`src/rtl/pcswl_pkg.sv`:
```
`timescale 1ns / 1ps

package pcswl_pkg;

  // Field widths of the channels and the configuration port.
  localparam int CODE_W     = 4;
  localparam int STAMP_W    = 40;
  localparam int WIN_W      = 32;
  localparam int LIM_W      = 4;
  localparam int INWIN_W    = 4;
  localparam int CFG_IDX_W  = 2;
  localparam int CFG_DATA_W = 32;

  // Default sizing.
  localparam int DEF_SLOTS   = 8;
  localparam int DEF_CLASSES = 3;

  // Tracked event codes and the class that uses the special settings.
  localparam logic [CODE_W-1:0] CODE_PUBLISH = 4'd0;
  localparam logic [CODE_W-1:0] CODE_DELETE  = 4'd5;
  localparam logic [CODE_W-1:0] CODE_MODIFY  = 4'd6;
  localparam int MODIFY_CLASS = 2;

  // Configuration register indexes.
  localparam logic [CFG_IDX_W-1:0] CFG_SPECIAL_LIMIT  = 2'd0;
  localparam logic [CFG_IDX_W-1:0] CFG_DEFAULT_LIMIT  = 2'd1;
  localparam logic [CFG_IDX_W-1:0] CFG_SPECIAL_WINDOW = 2'd2;
  localparam logic [CFG_IDX_W-1:0] CFG_DEFAULT_WINDOW = 2'd3;

  // Register values after reset.
  localparam logic [LIM_W-1:0] RST_SPECIAL_LIMIT  = 4'd6;
  localparam logic [LIM_W-1:0] RST_DEFAULT_LIMIT  = 4'd5;
  localparam logic [WIN_W-1:0] RST_SPECIAL_WINDOW = 32'd60000;
  localparam logic [WIN_W-1:0] RST_DEFAULT_WINDOW = 32'd60000;

  typedef struct packed {
    logic       known;
    logic [2:0] idx;
  } class_sel_t;

  // Commands from the controller to the datapath.
  typedef struct packed {
    logic accept;
    logic load;
    logic fetch;
    logic walk;
    logic step;
    logic commit;
    logic post;
  } cmd_t;

  // Status from the datapath to the controller.
  typedef struct packed {
    logic known;
    logic expire;
    logic out_free;
  } sts_t;

  // Map an event code onto its class slot.
  function automatic class_sel_t class_of(logic [CODE_W-1:0] code);
    class_sel_t sel;
    sel = '{known: 1'b0, idx: 3'd0};
    case (code)
      CODE_PUBLISH: sel = '{known: 1'b1, idx: 3'd0};
      CODE_DELETE:  sel = '{known: 1'b1, idx: 3'd1};
      CODE_MODIFY:  sel = '{known: 1'b1, idx: 3'd2};
      default:      sel = '{known: 1'b0, idx: 3'd0};
    endcase
    return sel;
  endfunction

endpackage

```
`src/rtl/pcswl_req_if.sv`:
```
`timescale 1ns / 1ps

interface pcswl_req_if;
  logic                          valid;
  logic                          ready;
  logic [pcswl_pkg::CODE_W-1:0]  event_code;
  logic [pcswl_pkg::STAMP_W-1:0] now_ms;

  modport source (output valid, event_code, now_ms, input ready);
  modport sink   (input valid, event_code, now_ms, output ready);
endinterface

```
`src/rtl/pcswl_rsp_if.sv`:
```
`timescale 1ns / 1ps

interface pcswl_rsp_if;
  logic                          valid;
  logic                          ready;
  logic                          allowed;
  logic                          unknown_class;
  logic [pcswl_pkg::INWIN_W-1:0] in_window;

  modport source (output valid, allowed, unknown_class, in_window, input ready);
  modport sink   (input valid, allowed, unknown_class, in_window, output ready);
endinterface

```
`src/rtl/per_class_sliding_window_limiter.sv`:
```
`timescale 1ns / 1ps

// Channel   Dir  Fields                                  Handshake
// req       in   event_code[3:0], now_ms[39:0]           req.valid / req.ready
// rsp       out  allowed, unknown_class, in_window[3:0]  rsp.valid / rsp.ready
// cfg       in   cfg_index[1:0], cfg_data[31:0]          cfg_we, no back-pressure
//
// A tracked word steps through load, fetch, the expiry walk, commit and done between
// acceptances; the walk drops the 0 to SLOTS stamps that expire, one stamp per cycle
// through the single read port of the stamp RAM. An unknown code goes from load to done.
// Reset (rst, synchronous) empties every class log and restores the register defaults.
// A finished word waits in the output register; the block takes a new word meanwhile,
// and stalls in its last step only when the next result is ready before rsp drains.
module per_class_sliding_window_limiter #(
  parameter int SLOTS   = pcswl_pkg::DEF_SLOTS,
  parameter int CLASSES = pcswl_pkg::DEF_CLASSES
) (
  input  logic                              clk,
  input  logic                              rst,
  pcswl_req_if.sink                         req,
  pcswl_rsp_if.source                       rsp,
  input  logic                              cfg_we,
  input  logic [pcswl_pkg::CFG_IDX_W-1:0]   cfg_index,
  input  logic [pcswl_pkg::CFG_DATA_W-1:0]  cfg_data
);

  pcswl_pkg::cmd_t cmd;
  pcswl_pkg::sts_t sts;

  pcswl_ctrl u_ctrl (
    .clk      (clk),
    .rst      (rst),
    .in_valid (req.valid),
    .in_ready (req.ready),
    .sts      (sts),
    .cmd      (cmd)
  );

  pcswl_dpath #(
    .SLOTS   (SLOTS),
    .CLASSES (CLASSES)
  ) u_dpath (
    .clk           (clk),
    .rst           (rst),
    .cmd           (cmd),
    .sts           (sts),
    .event_code    (req.event_code),
    .now_ms        (req.now_ms),
    .out_valid     (rsp.valid),
    .out_ready     (rsp.ready),
    .allowed       (rsp.allowed),
    .unknown_class (rsp.unknown_class),
    .in_window     (rsp.in_window),
    .cfg_we        (cfg_we),
    .cfg_index     (cfg_index),
    .cfg_data      (cfg_data)
  );

endmodule

```
`src/rtl/pcswl_ram.sv`:
```
`timescale 1ns / 1ps

module pcswl_ram #(
  parameter int WIDTH = 40,
  parameter int DEPTH = 24,
  localparam int AW = (DEPTH > 1) ? $clog2(DEPTH) : 1
) (
  input  logic             clk,
  input  logic             we,
  input  logic [AW-1:0]    waddr,
  input  logic [WIDTH-1:0] wdata,
  input  logic [AW-1:0]    raddr,
  output logic [WIDTH-1:0] rdata
);

  logic [WIDTH-1:0] mem [DEPTH];

  // One write port and one registered read port.
  always_ff @(posedge clk) begin
    if (we) begin
      mem[waddr] <= wdata;
    end
    rdata <= mem[raddr];
  end

endmodule

```
`src/rtl/pcswl_ctrl.sv`:
```
`timescale 1ns / 1ps

module pcswl_ctrl (
  input  logic              clk,
  input  logic              rst,
  input  logic              in_valid,
  output logic              in_ready,
  input  pcswl_pkg::sts_t   sts,
  output pcswl_pkg::cmd_t   cmd
);

  localparam logic [2:0] S_IDLE   = 3'd0;
  localparam logic [2:0] S_LOAD   = 3'd1;
  localparam logic [2:0] S_FETCH  = 3'd2;
  localparam logic [2:0] S_WALK   = 3'd3;
  localparam logic [2:0] S_COMMIT = 3'd4;
  localparam logic [2:0] S_DONE   = 3'd5;

  logic [2:0] state;
  logic [2:0] state_next;

  assign in_ready = (state == S_IDLE);

  // Sequencing of one word: load class state, walk the expired entries, commit, post; unknown codes skip to post.
  always_comb begin
    state_next = state;
    cmd        = '0;
    case (state)
      S_IDLE: begin
        if (in_valid) begin
          cmd.accept = 1'b1;
          state_next = S_LOAD;
        end
      end
      S_LOAD: begin
        cmd.load   = 1'b1;
        state_next = sts.known ? S_FETCH : S_DONE;
      end
      S_FETCH: begin
        cmd.fetch  = 1'b1;
        state_next = S_WALK;
      end
      S_WALK: begin
        cmd.walk = 1'b1;
        if (sts.expire) begin
          cmd.step = 1'b1;
        end else begin
          state_next = S_COMMIT;
        end
      end
      S_COMMIT: begin
        cmd.commit = 1'b1;
        state_next = S_DONE;
      end
      S_DONE: begin
        if (sts.out_free) begin
          cmd.post   = 1'b1;
          state_next = S_IDLE;
        end
      end
      default: begin
        state_next = S_IDLE;
      end
    endcase
  end

  always_ff @(posedge clk) begin
    if (rst) begin
      state <= S_IDLE;
    end else begin
      state <= state_next;
    end
  end

  a_accept_loads: assert property (@(posedge clk) disable iff (rst)
    (in_valid && in_ready) |=> (state == S_LOAD))
    else $error("accepted word did not start a class load");

  a_walk_ends: assert property (@(posedge clk) disable iff (rst)
    (state == S_WALK && !sts.expire) |=> (state == S_COMMIT))
    else $error("expiry walk did not end in commit");

endmodule

```
`src/rtl/pcswl_dpath.sv`:
```
`timescale 1ns / 1ps

module pcswl_dpath #(
  parameter int SLOTS   = pcswl_pkg::DEF_SLOTS,
  parameter int CLASSES = pcswl_pkg::DEF_CLASSES
) (
  input  logic                              clk,
  input  logic                              rst,
  input  pcswl_pkg::cmd_t                   cmd,
  output pcswl_pkg::sts_t                   sts,
  input  logic [pcswl_pkg::CODE_W-1:0]      event_code,
  input  logic [pcswl_pkg::STAMP_W-1:0]     now_ms,
  output logic                              out_valid,
  input  logic                              out_ready,
  output logic                              allowed,
  output logic                              unknown_class,
  output logic [pcswl_pkg::INWIN_W-1:0]     in_window,
  input  logic                              cfg_we,
  input  logic [pcswl_pkg::CFG_IDX_W-1:0]   cfg_index,
  input  logic [pcswl_pkg::CFG_DATA_W-1:0]  cfg_data
);

  localparam int SW    = (SLOTS > 1) ? $clog2(SLOTS) : 1;
  localparam int CW    = $clog2(SLOTS + 1);
  localparam int KW    = (CLASSES > 1) ? $clog2(CLASSES) : 1;
  localparam int DEPTH = CLASSES * SLOTS;
  localparam int AW    = (DEPTH > 1) ? $clog2(DEPTH) : 1;

  // Configuration registers.
  logic [pcswl_pkg::LIM_W-1:0] special_limit;
  logic [pcswl_pkg::LIM_W-1:0] default_limit;
  logic [pcswl_pkg::WIN_W-1:0] special_window_ms;
  logic [pcswl_pkg::WIN_W-1:0] default_window_ms;

  // Per-class ring pointers and fill counts.
  logic [SW-1:0] oldest_slot [CLASSES];
  logic [CW-1:0] held_count  [CLASSES];

  // Working registers of the word in flight.
  logic [pcswl_pkg::CODE_W-1:0]  code_q;
  logic [pcswl_pkg::STAMP_W-1:0] now_q;
  logic [KW-1:0]                 cls;
  logic [SW-1:0]                 head;
  logic [CW-1:0]                 cnt;
  logic [CW-1:0]                 lim;
  logic [pcswl_pkg::WIN_W-1:0]   win;
  logic                          res_allowed;
  logic                          res_unknown;
  logic [pcswl_pkg::INWIN_W-1:0] res_in_window;

  pcswl_pkg::class_sel_t         sel;
  logic                          known_c;
  logic [KW-1:0]                 cls_c;
  logic                          modify_c;
  logic [pcswl_pkg::LIM_W-1:0]   lim_raw;
  logic [AW-1:0]                 base;
  logic [SW-1:0]                 head_inc;
  logic [AW-1:0]                 rd_addr;
  logic [AW-1:0]                 wr_addr;
  logic [pcswl_pkg::STAMP_W-1:0] stamp;
  logic [pcswl_pkg::STAMP_W-1:0] diff;
  logic                          admit;
  logic [CW-1:0]                 cnt_new;
  logic [7:0]                    tail_sum;
  logic [SW-1:0]                 tail;
  logic [7:0]                    cnt_wide;

  // Class decode of the held event code.
  always_comb begin
    sel      = pcswl_pkg::class_of(code_q);
    known_c  = sel.known && ({29'd0, sel.idx} < 32'(CLASSES));
    cls_c    = KW'(sel.idx);
    modify_c = (32'(cls_c) == 32'(pcswl_pkg::MODIFY_CLASS));
    lim_raw  = modify_c ? special_limit : default_limit;
  end

  // Ring addressing: the walk reads one slot ahead of the head.
  always_comb begin
    base     = AW'(32'(cls) * SLOTS);
    head_inc = (head == SW'(SLOTS - 1)) ? '0 : head + SW'(1);
    rd_addr  = base + AW'(cmd.walk ? head_inc : head);
    tail_sum = 8'(head) + 8'(cnt);
    if (tail_sum >= 8'(SLOTS)) begin
      tail_sum = tail_sum - 8'(SLOTS);
    end
    tail     = SW'(tail_sum);
    wr_addr  = base + AW'(tail);
  end

  // Expiry test on the oldest held stamp, and the admission decision.
  always_comb begin
    diff       = (now_q >= stamp) ? (now_q - stamp) : (stamp - now_q);
    sts.known  = known_c;
    sts.expire = (cnt != '0) && (diff > {8'd0, win});
    sts.out_free = !out_valid || out_ready;
    admit      = (cnt < lim);
    cnt_new    = admit ? cnt + CW'(1) : cnt;
    cnt_wide   = 8'(cnt_new);
  end

  pcswl_ram #(
    .WIDTH (pcswl_pkg::STAMP_W),
    .DEPTH (DEPTH)
  ) u_stamps (
    .clk   (clk),
    .we    (cmd.commit && admit),
    .waddr (wr_addr),
    .wdata (now_q),
    .raddr (rd_addr),
    .rdata (stamp)
  );

  // Configuration writes.
  always_ff @(posedge clk) begin
    if (rst) begin
      special_limit     <= pcswl_pkg::RST_SPECIAL_LIMIT;
      default_limit     <= pcswl_pkg::RST_DEFAULT_LIMIT;
      special_window_ms <= pcswl_pkg::RST_SPECIAL_WINDOW;
      default_window_ms <= pcswl_pkg::RST_DEFAULT_WINDOW;
    end else if (cfg_we) begin
      case (cfg_index)
        pcswl_pkg::CFG_SPECIAL_LIMIT:  special_limit     <= cfg_data[pcswl_pkg::LIM_W-1:0];
        pcswl_pkg::CFG_DEFAULT_LIMIT:  default_limit     <= cfg_data[pcswl_pkg::LIM_W-1:0];
        pcswl_pkg::CFG_SPECIAL_WINDOW: special_window_ms <= cfg_data;
        pcswl_pkg::CFG_DEFAULT_WINDOW: default_window_ms <= cfg_data;
        default: ;
      endcase
    end
  end

  // Per-class state: updated once per tracked word at commit.
  always_ff @(posedge clk) begin
    if (rst) begin
      for (int i = 0; i < CLASSES; i++) begin
        oldest_slot[i] <= '0;
        held_count[i]  <= '0;
      end
    end else if (cmd.commit) begin
      oldest_slot[cls] <= head;
      held_count[cls]  <= cnt_new;
    end
  end

  // Working registers of the word in flight.
  always_ff @(posedge clk) begin
    if (cmd.accept) begin
      code_q <= event_code;
      now_q  <= now_ms;
    end
    if (cmd.load) begin
      cls           <= cls_c;
      head          <= oldest_slot[cls_c];
      cnt           <= held_count[cls_c];
      lim           <= ({4'd0, lim_raw} > 8'(SLOTS)) ? CW'(SLOTS) : CW'(lim_raw);
      win           <= modify_c ? special_window_ms : default_window_ms;
      res_allowed   <= 1'b0;
      res_unknown   <= !known_c;
      res_in_window <= '0;
    end
    if (cmd.step) begin
      head <= head_inc;
      cnt  <= cnt - CW'(1);
    end
    if (cmd.commit) begin
      cnt           <= cnt_new;
      res_allowed   <= admit;
      res_in_window <= cnt_wide[pcswl_pkg::INWIN_W-1:0];
    end
  end

  // Output register: holds a finished word until the sink takes it.
  always_ff @(posedge clk) begin
    if (rst) begin
      out_valid <= 1'b0;
    end else if (cmd.post) begin
      out_valid <= 1'b1;
    end else if (out_ready) begin
      out_valid <= 1'b0;
    end
  end

  always_ff @(posedge clk) begin
    if (cmd.post) begin
      allowed       <= res_allowed;
      unknown_class <= res_unknown;
      in_window     <= res_in_window;
    end
  end

  a_step_nonempty: assert property (@(posedge clk) disable iff (rst)
    cmd.step |-> (cnt != '0))
    else $error("expiry step on an empty log");

  a_cnt_bound: assert property (@(posedge clk) disable iff (rst)
    (cmd.commit || cmd.step) |-> (32'(cnt) <= 32'(SLOTS)))
    else $error("held count above the slot count");

  a_post_valid: assert property (@(posedge clk) disable iff (rst)
    cmd.post |=> out_valid)
    else $error("posted word not presented");

endmodule

```
`src/flat_wrapper.sv`:
```
// flat-port wrapper written by rule: the top's interface ports become plain ports
module per_class_sliding_window_limiter_flat 
#(
  parameter int SLOTS   = pcswl_pkg::DEF_SLOTS,
  parameter int CLASSES = pcswl_pkg::DEF_CLASSES
)
  (clk, rst, cfg_we, cfg_index, cfg_data, req_valid, req_event_code, req_now_ms, req_ready, rsp_valid, rsp_allowed, rsp_unknown_class, rsp_in_window, rsp_ready);
  pcswl_req_if req_i ();
  pcswl_rsp_if rsp_i ();
  input  logic clk;
  input  logic rst;
  input  logic cfg_we;
  input  logic [pcswl_pkg::CFG_IDX_W-1:0] cfg_index;
  input  logic [pcswl_pkg::CFG_DATA_W-1:0] cfg_data;
  input wire logic [$bits(req_i.valid)-1:0] req_valid;
  input wire logic [$bits(req_i.event_code)-1:0] req_event_code;
  input wire logic [$bits(req_i.now_ms)-1:0] req_now_ms;
  output wire logic [$bits(req_i.ready)-1:0] req_ready;
  output wire logic [$bits(rsp_i.valid)-1:0] rsp_valid;
  output wire logic [$bits(rsp_i.allowed)-1:0] rsp_allowed;
  output wire logic [$bits(rsp_i.unknown_class)-1:0] rsp_unknown_class;
  output wire logic [$bits(rsp_i.in_window)-1:0] rsp_in_window;
  input wire logic [$bits(rsp_i.ready)-1:0] rsp_ready;
  assign req_i.valid = req_valid;
  assign req_i.event_code = req_event_code;
  assign req_i.now_ms = req_now_ms;
  assign req_ready = req_i.ready;
  assign rsp_valid = rsp_i.valid;
  assign rsp_allowed = rsp_i.allowed;
  assign rsp_unknown_class = rsp_i.unknown_class;
  assign rsp_in_window = rsp_i.in_window;
  assign rsp_i.ready = rsp_ready;
  per_class_sliding_window_limiter #(.SLOTS(SLOTS), .CLASSES(CLASSES)) u_core (.clk(clk), .rst(rst), .req(req_i), .rsp(rsp_i), .cfg_we(cfg_we), .cfg_index(cfg_index), .cfg_data(cfg_data));
endmodule
```
`config.mk`:
```
export PLATFORM = sky130hd
export DESIGN_NAME = per_class_sliding_window_limiter_flat
export DESIGN_NICKNAME = d
export VERILOG_FILES = /design/src/rtl/pcswl_pkg.sv /design/src/rtl/pcswl_req_if.sv /design/src/rtl/pcswl_rsp_if.sv /design/src/rtl/per_class_sliding_window_limiter.sv /design/src/rtl/pcswl_ram.sv /design/src/rtl/pcswl_ctrl.sv /design/src/rtl/pcswl_dpath.sv /design/src/flat_wrapper.sv
export SDC_FILE = /design/constraint.sdc
export NUM_CORES = 2
export LEC_CHECK = 0
export BUFFER_PORTS_ARGS = -buffer_cell sky130_fd_sc_hd__buf_2
export CAP_MARGIN = 5
export CORE_UTILIZATION = 24
export DETAILED_ROUTE_END_ITERATION = 10
export GPL_TIMING_DRIVEN = 0
export PLACE_DENSITY_LB_ADDON = 0.15
export RECOVER_POWER = 50
export REMOVE_ABC_BUFFERS = 1
export SETUP_SLACK_MARGIN = 0.3
export SLEW_MARGIN = 0
export SYNTH_ARGS = -nofsm -noshare
export SYNTH_HDL_FRONTEND = slang
export SYNTH_SLANG_ARGS = --single-unit
export TNS_END_PERCENT = 100
```
`constraint.sdc`:
```
create_clock -name clk -period 7.9 [get_ports clk]
set_input_delay 1.185 -clock clk [delete_from_list [all_inputs] [get_ports clk]]
set_output_delay 1.185 -clock clk [all_outputs]
set_load 0.05 [all_outputs]
```
==> metrics.md <==
| Metric | Value |
|---|---|
| Status | `finished, violations left` |
| Failing checks | `max-capacitance violations, max-slew violations` |
| RR Endpoint | `u_core.u_dpath.cnt[2]` |
| Post-route setup slack | `approximately 0.63 ns` |
| Root Driver | `clkbuf_16` |
| Hold slack | `roughly 0.44 ns` |
| Drt pass-1 iters | `5` |
| Post-synth ARST share | `0%` |
| Ys flop type | `edfxtp_1` |
| Initial antenna violation count | `3` |
| IO Count | `a little over 90` |
| Syn avg cell area | `approximately 11 um2` |
| Vias | `35188` |
| DP HPWL | `~110 mm` |
| RSZ-0062 raised after global routing | `no` |
| Area delta synth->final | `21.02%` |
| Final hold violation count | `0` |
| #FFs+latches synth | `around 1200` |
| Post-CTS Hold Buffers | `0` |
| PortBufs | `90` |
| Initial DRC Count | `approximately 2700` |
| Average wire per standard cell | `approximately 22 um` |
| Fmax | `137.5 MHz` |
| Routed WL | `166.1 mm` |
| Routed Antenna Nets | `0` |
| Layout fillers | `21924` |
| Number of clock sinks | `~1200` |
| Final min period | `7.272 ns` |
| Congestion Overflow GR | `0` |
| Clock transition at path regs | `0.06 ns` |
| First-pass GRT wire length | `between 200 and 250 mm` |
| Crit Path Class | `reg -> reg` |
| Final setup fails | `0` |
| Max transition margin | `-75.90%` |
| Post-synth cell types | `69` |
| Mapped Cells | `4514` |
| WP data arrival | `about 7.8 ns` |
| Setup TNS | `0 ns` |
| Inst Count DP | `just over 7000` |
| Die H | `466.9 um` |
| Design area | `between 0.06 and 0.07 mm2` |
| Vias in the first global route | `between 30000 and 40000` |
| Largest net degree at the start of global routing | `around 110` |
| Setup WS pre-CTS | `-0.8039 ns` |
| DP Area | `about 0.058 mm2` |
| Vias per cell | `between 4 and 5` |
| Ratio of cells with drive above 1 in the final layout | `10.04%` |
| Die area | `approximately 0.22 mm2` |
| Core Area | `about 0.21 mm2` |
| Critical path fanouts, max | `25` |
| Register area | `0.03481 mm2` |
| Worst-skew pair later-pin latency | `between 0.7 and 0.8 ns` |
| H-tree Lvls | `4` |
| Hold depth | `0` |
| Hold WC Path Type | `reg -> reg` |
| Worst r2r src | `u_core.u_dpath.now_q[31]` |
| Fin nets | `4876` |
| Worst IR drop on VDD | `around 0.22 mV` |
| Number of synthesized flops with an enable pin | `1082` |
| Cell area after synthesis | `around 0.052 mm2` |
| Die width | `between 400 and 500 um` |
| Initial Utilization | `around 24%` |
| Worst R2R Setup Slack | `0.63 ns` |
| CP endpoint kind | `flip-flop` |
| Sequential share of the synthesized area | `around 67%` |
| # diodes | `0` |
| Min-delay src | `u_core.u_dpath.res_in_window[3]` |
| Worst Tran Pin Value | `about 2.6 ns` |
| Drc violations | `0` |
| Final period utilization | `approximately 90%` |
| CTS tree | `yes` |
| Max-cap check violation count | `4` |
| # rows | `170` |
| CTS Buf Count | `between 100 and 150` |
| P per Cell Area | `283.7 mW/mm2` |
| Longest Clk Path Bufs | `3` |
| Max-slew violations | `between 100 and 150` |
| Setup crit start kind | `flip-flop` |
| Leakage Power | `roughly 22 nW` |
| Clk_skew | `0.03182 ns` |
| CP Data Required Time | `about 8.4 ns` |
| Area of the multi-input gates | `about 0.016 mm2` |
| GRT Total Usage | `between 10% and 20%` |
| Non-Filler Instances | `7620` |
| Synth warnings | `0` |
| R2R cell count | `25` |
| Placer Congestion | `~0.87` |
| WHS Endpoint | `u_core.u_dpath.in_window[3]` |
-- cell type report --
class,instances,area share [%]
Inverter,139,0.8311
Clock inverter,59,1.038
Timing Repair Buffer,298,5.744
Sequential cell,1198,55.46
Multi-Input combinational cell,2891,24.99
Tap cell,2838,5.656
Clock buffer,197,6.280
-- per-stage QoR --
step | utilization, % | power (mW)
floorplan | - | 10.12
global placement | 25.51 | 11.99
detailed placement | 26.83 | 11.39
CTS | 29.17 | 18.04
global route | 29.25 | 18.66
finish | 29.25 | 17.81
-- Yosys cell counts, drive strengths merged, types with 4 or more instances --
library cell | number | share of area [%]
a211o | 4 | 0.068
a211oi | 11 | 0.16
a21boi | 4 | 0.058
a21o | 26 | 0.38
a21oi | 264 | 2.6
a221o | 4 | 0.077
a221oi | 4 | 0.092
a311oi | 163 | 2.8
a31oi | 92 | 1.1
and3 | 125 | 1.5
and4 | 8 | 0.14
buf | 53 | 0.48
clkbuf | 233 | 1.7
dfxtp | 116 | 4.5
edfxtp | 1082 | 63
ha | 119 | 2.9
inv | 139 | 1.0
mux2 | 4 | 0.10
mux2i | 22 | 0.42
nand2 | 1288 | 9.3
nand2b | 12 | 0.14
nand3 | 256 | 2.5
nand3b | 19 | 0.27
nand4 | 33 | 0.40
nor2 | 165 | 1.2
nor2b | 16 | 0.20
nor3 | 17 | 0.17
nor4 | 8 | 0.13
o211ai | 6 | 0.087
o21a | 15 | 0.22
o21ai | 83 | 0.80
o21bai | 9 | 0.13
o221ai | 5 | 0.084
o22ai | 4 | 0.048
o31a | 5 | 0.084
o31ai | 11 | 0.16
or2 | 6 | 0.072
or3 | 7 | 0.084
xnor2 | 17 | 0.29
xor2 | 29 | 0.49
-- logic make-up after synthesis --
logic type                 synth area share (%)
buffers and inverters                     3.177
and+or+nand+nor                           16.25
adders and majority gates                 2.986
muxes                                    0.5258
AOI/OAI and AO/OA                         9.175
DFF                                       67.11
xor gates and xnor gates                 0.7767
-- worst max path at each step --
stage,from,to,slack (ns)
3_5_place_dp,u_core.u_dpath.now_q[11],u_core.u_dpath.head[1],-0.80
4_1_cts,u_core.u_dpath.now_q[8],u_core.u_dpath.head[1],0.30
6_report,u_core.u_dpath.now_q[31],u_core.u_dpath.cnt[2],0.63
3_3_place_gp,u_core.u_ctrl.state[2],u_core.u_dpath.u_stamps.rdata[2],-26.86
5_1_grt,u_core.u_dpath.now_q[31],u_core.u_dpath.cnt[1],0.18
2_1_floorplan,u_core.u_ctrl.state[2],u_core.u_dpath.u_stamps.rdata[0],-8.93
-- routing by layer --
layer / vias up / global-route usage [%] / part of all wire [%]
met5: - / 0 / 0
met4: 0 / 4.145 / 2.4
met3: 192 / 2.128 / 3.7
met2: 690 / 24.41 / 47
met1: 17654 / 20.71 / 47
li1: 16652 / - / -
-- what timing repair did --
| action | 4_1_cts | 5_1_grt |
|---|---|---|
| resized for setup | 2 | 4 |
| setup endpoints to repair | 17 | 16 |
| pin swaps | 1 | 0 |
| buffers inserted | 49 | 45 |
-- power breakdown --
part	internal, mW	switching [mW]
logic	1.35	2.63
registers	7.18	0.151
clock network	3.75	2.74
-- flip-flops by register name (all words and copies together) (netlist names), 9 cells and up --
signal                            flops
u_core.u_dpath.default_window_ms     32
u_core.u_dpath.held_count            12
u_core.u_dpath.now_q                 40
u_core.u_dpath.oldest_slot            9
u_core.u_dpath.special_window_ms     32
u_core.u_dpath.u_stamps.mem         960
u_core.u_dpath.u_stamps.rdata        40
u_core.u_dpath.win                   32
-- worst max-delay path: stages (launching register included) --
cell and delay (ns):
edfxtp_1 0.32, clkbuf_1 0.47, inv_1 0.10, ha_1 0.48, a21o_1 0.30, o21bai_1 0.21, a21oi_2 0.23, a21oi_1 0.09
or3_1 0.40, nor2_4 0.63, o31ai_1 0.35, o31ai_1 0.32, xor2_1 0.37, ha_1 0.22, nand4_1 0.17, nor4_1 0.44
o31ai_1 0.18, a31oi_1 0.28, o31a_1 0.18, nor2b_1 0.05, mux2i_1 0.23, nor4_4 0.05, buf_4 0.18, buf_4 0.17
or3_1 0.34, a31o_2 0.23
-- cells in the final DEF, fill, tap and decap left out, types with 12 or more instances in the layout --
| cell type | n |
|---|---|
| nand3b_1 | 19 |
| clkbuf_16 | 144 |
| dfxtp_1 | 116 |
| clkinv_1 | 16 |
| nand3_1 | 256 |
| a311oi_1 | 162 |
| nand2b_1 | 12 |
| buf_2 | 80 |
| nor3_1 | 16 |
| nor2b_1 | 15 |
| mux2i_1 | 20 |
| xor2_1 | 29 |
| and3_1 | 124 |
| edfxtp_1 | 1082 |
| nor2_1 | 139 |
| o21a_1 | 15 |
| clkbuf_1 | 113 |
| o21ai_0 | 80 |
| nand2_1 | 1288 |
| buf_12 | 90 |
| inv_1 | 138 |
| a21oi_1 | 262 |
| nand4_1 | 33 |
| a31oi_1 | 92 |
| xnor2_1 | 17 |
| a21o_1 | 25 |
| buf_16 | 36 |
| clkbuf_8 | 14 |
| ha_1 | 119 |
| nor2_4 | 26 |
| clkinv_2 | 16 |
(Power assumes the default switching activity.)
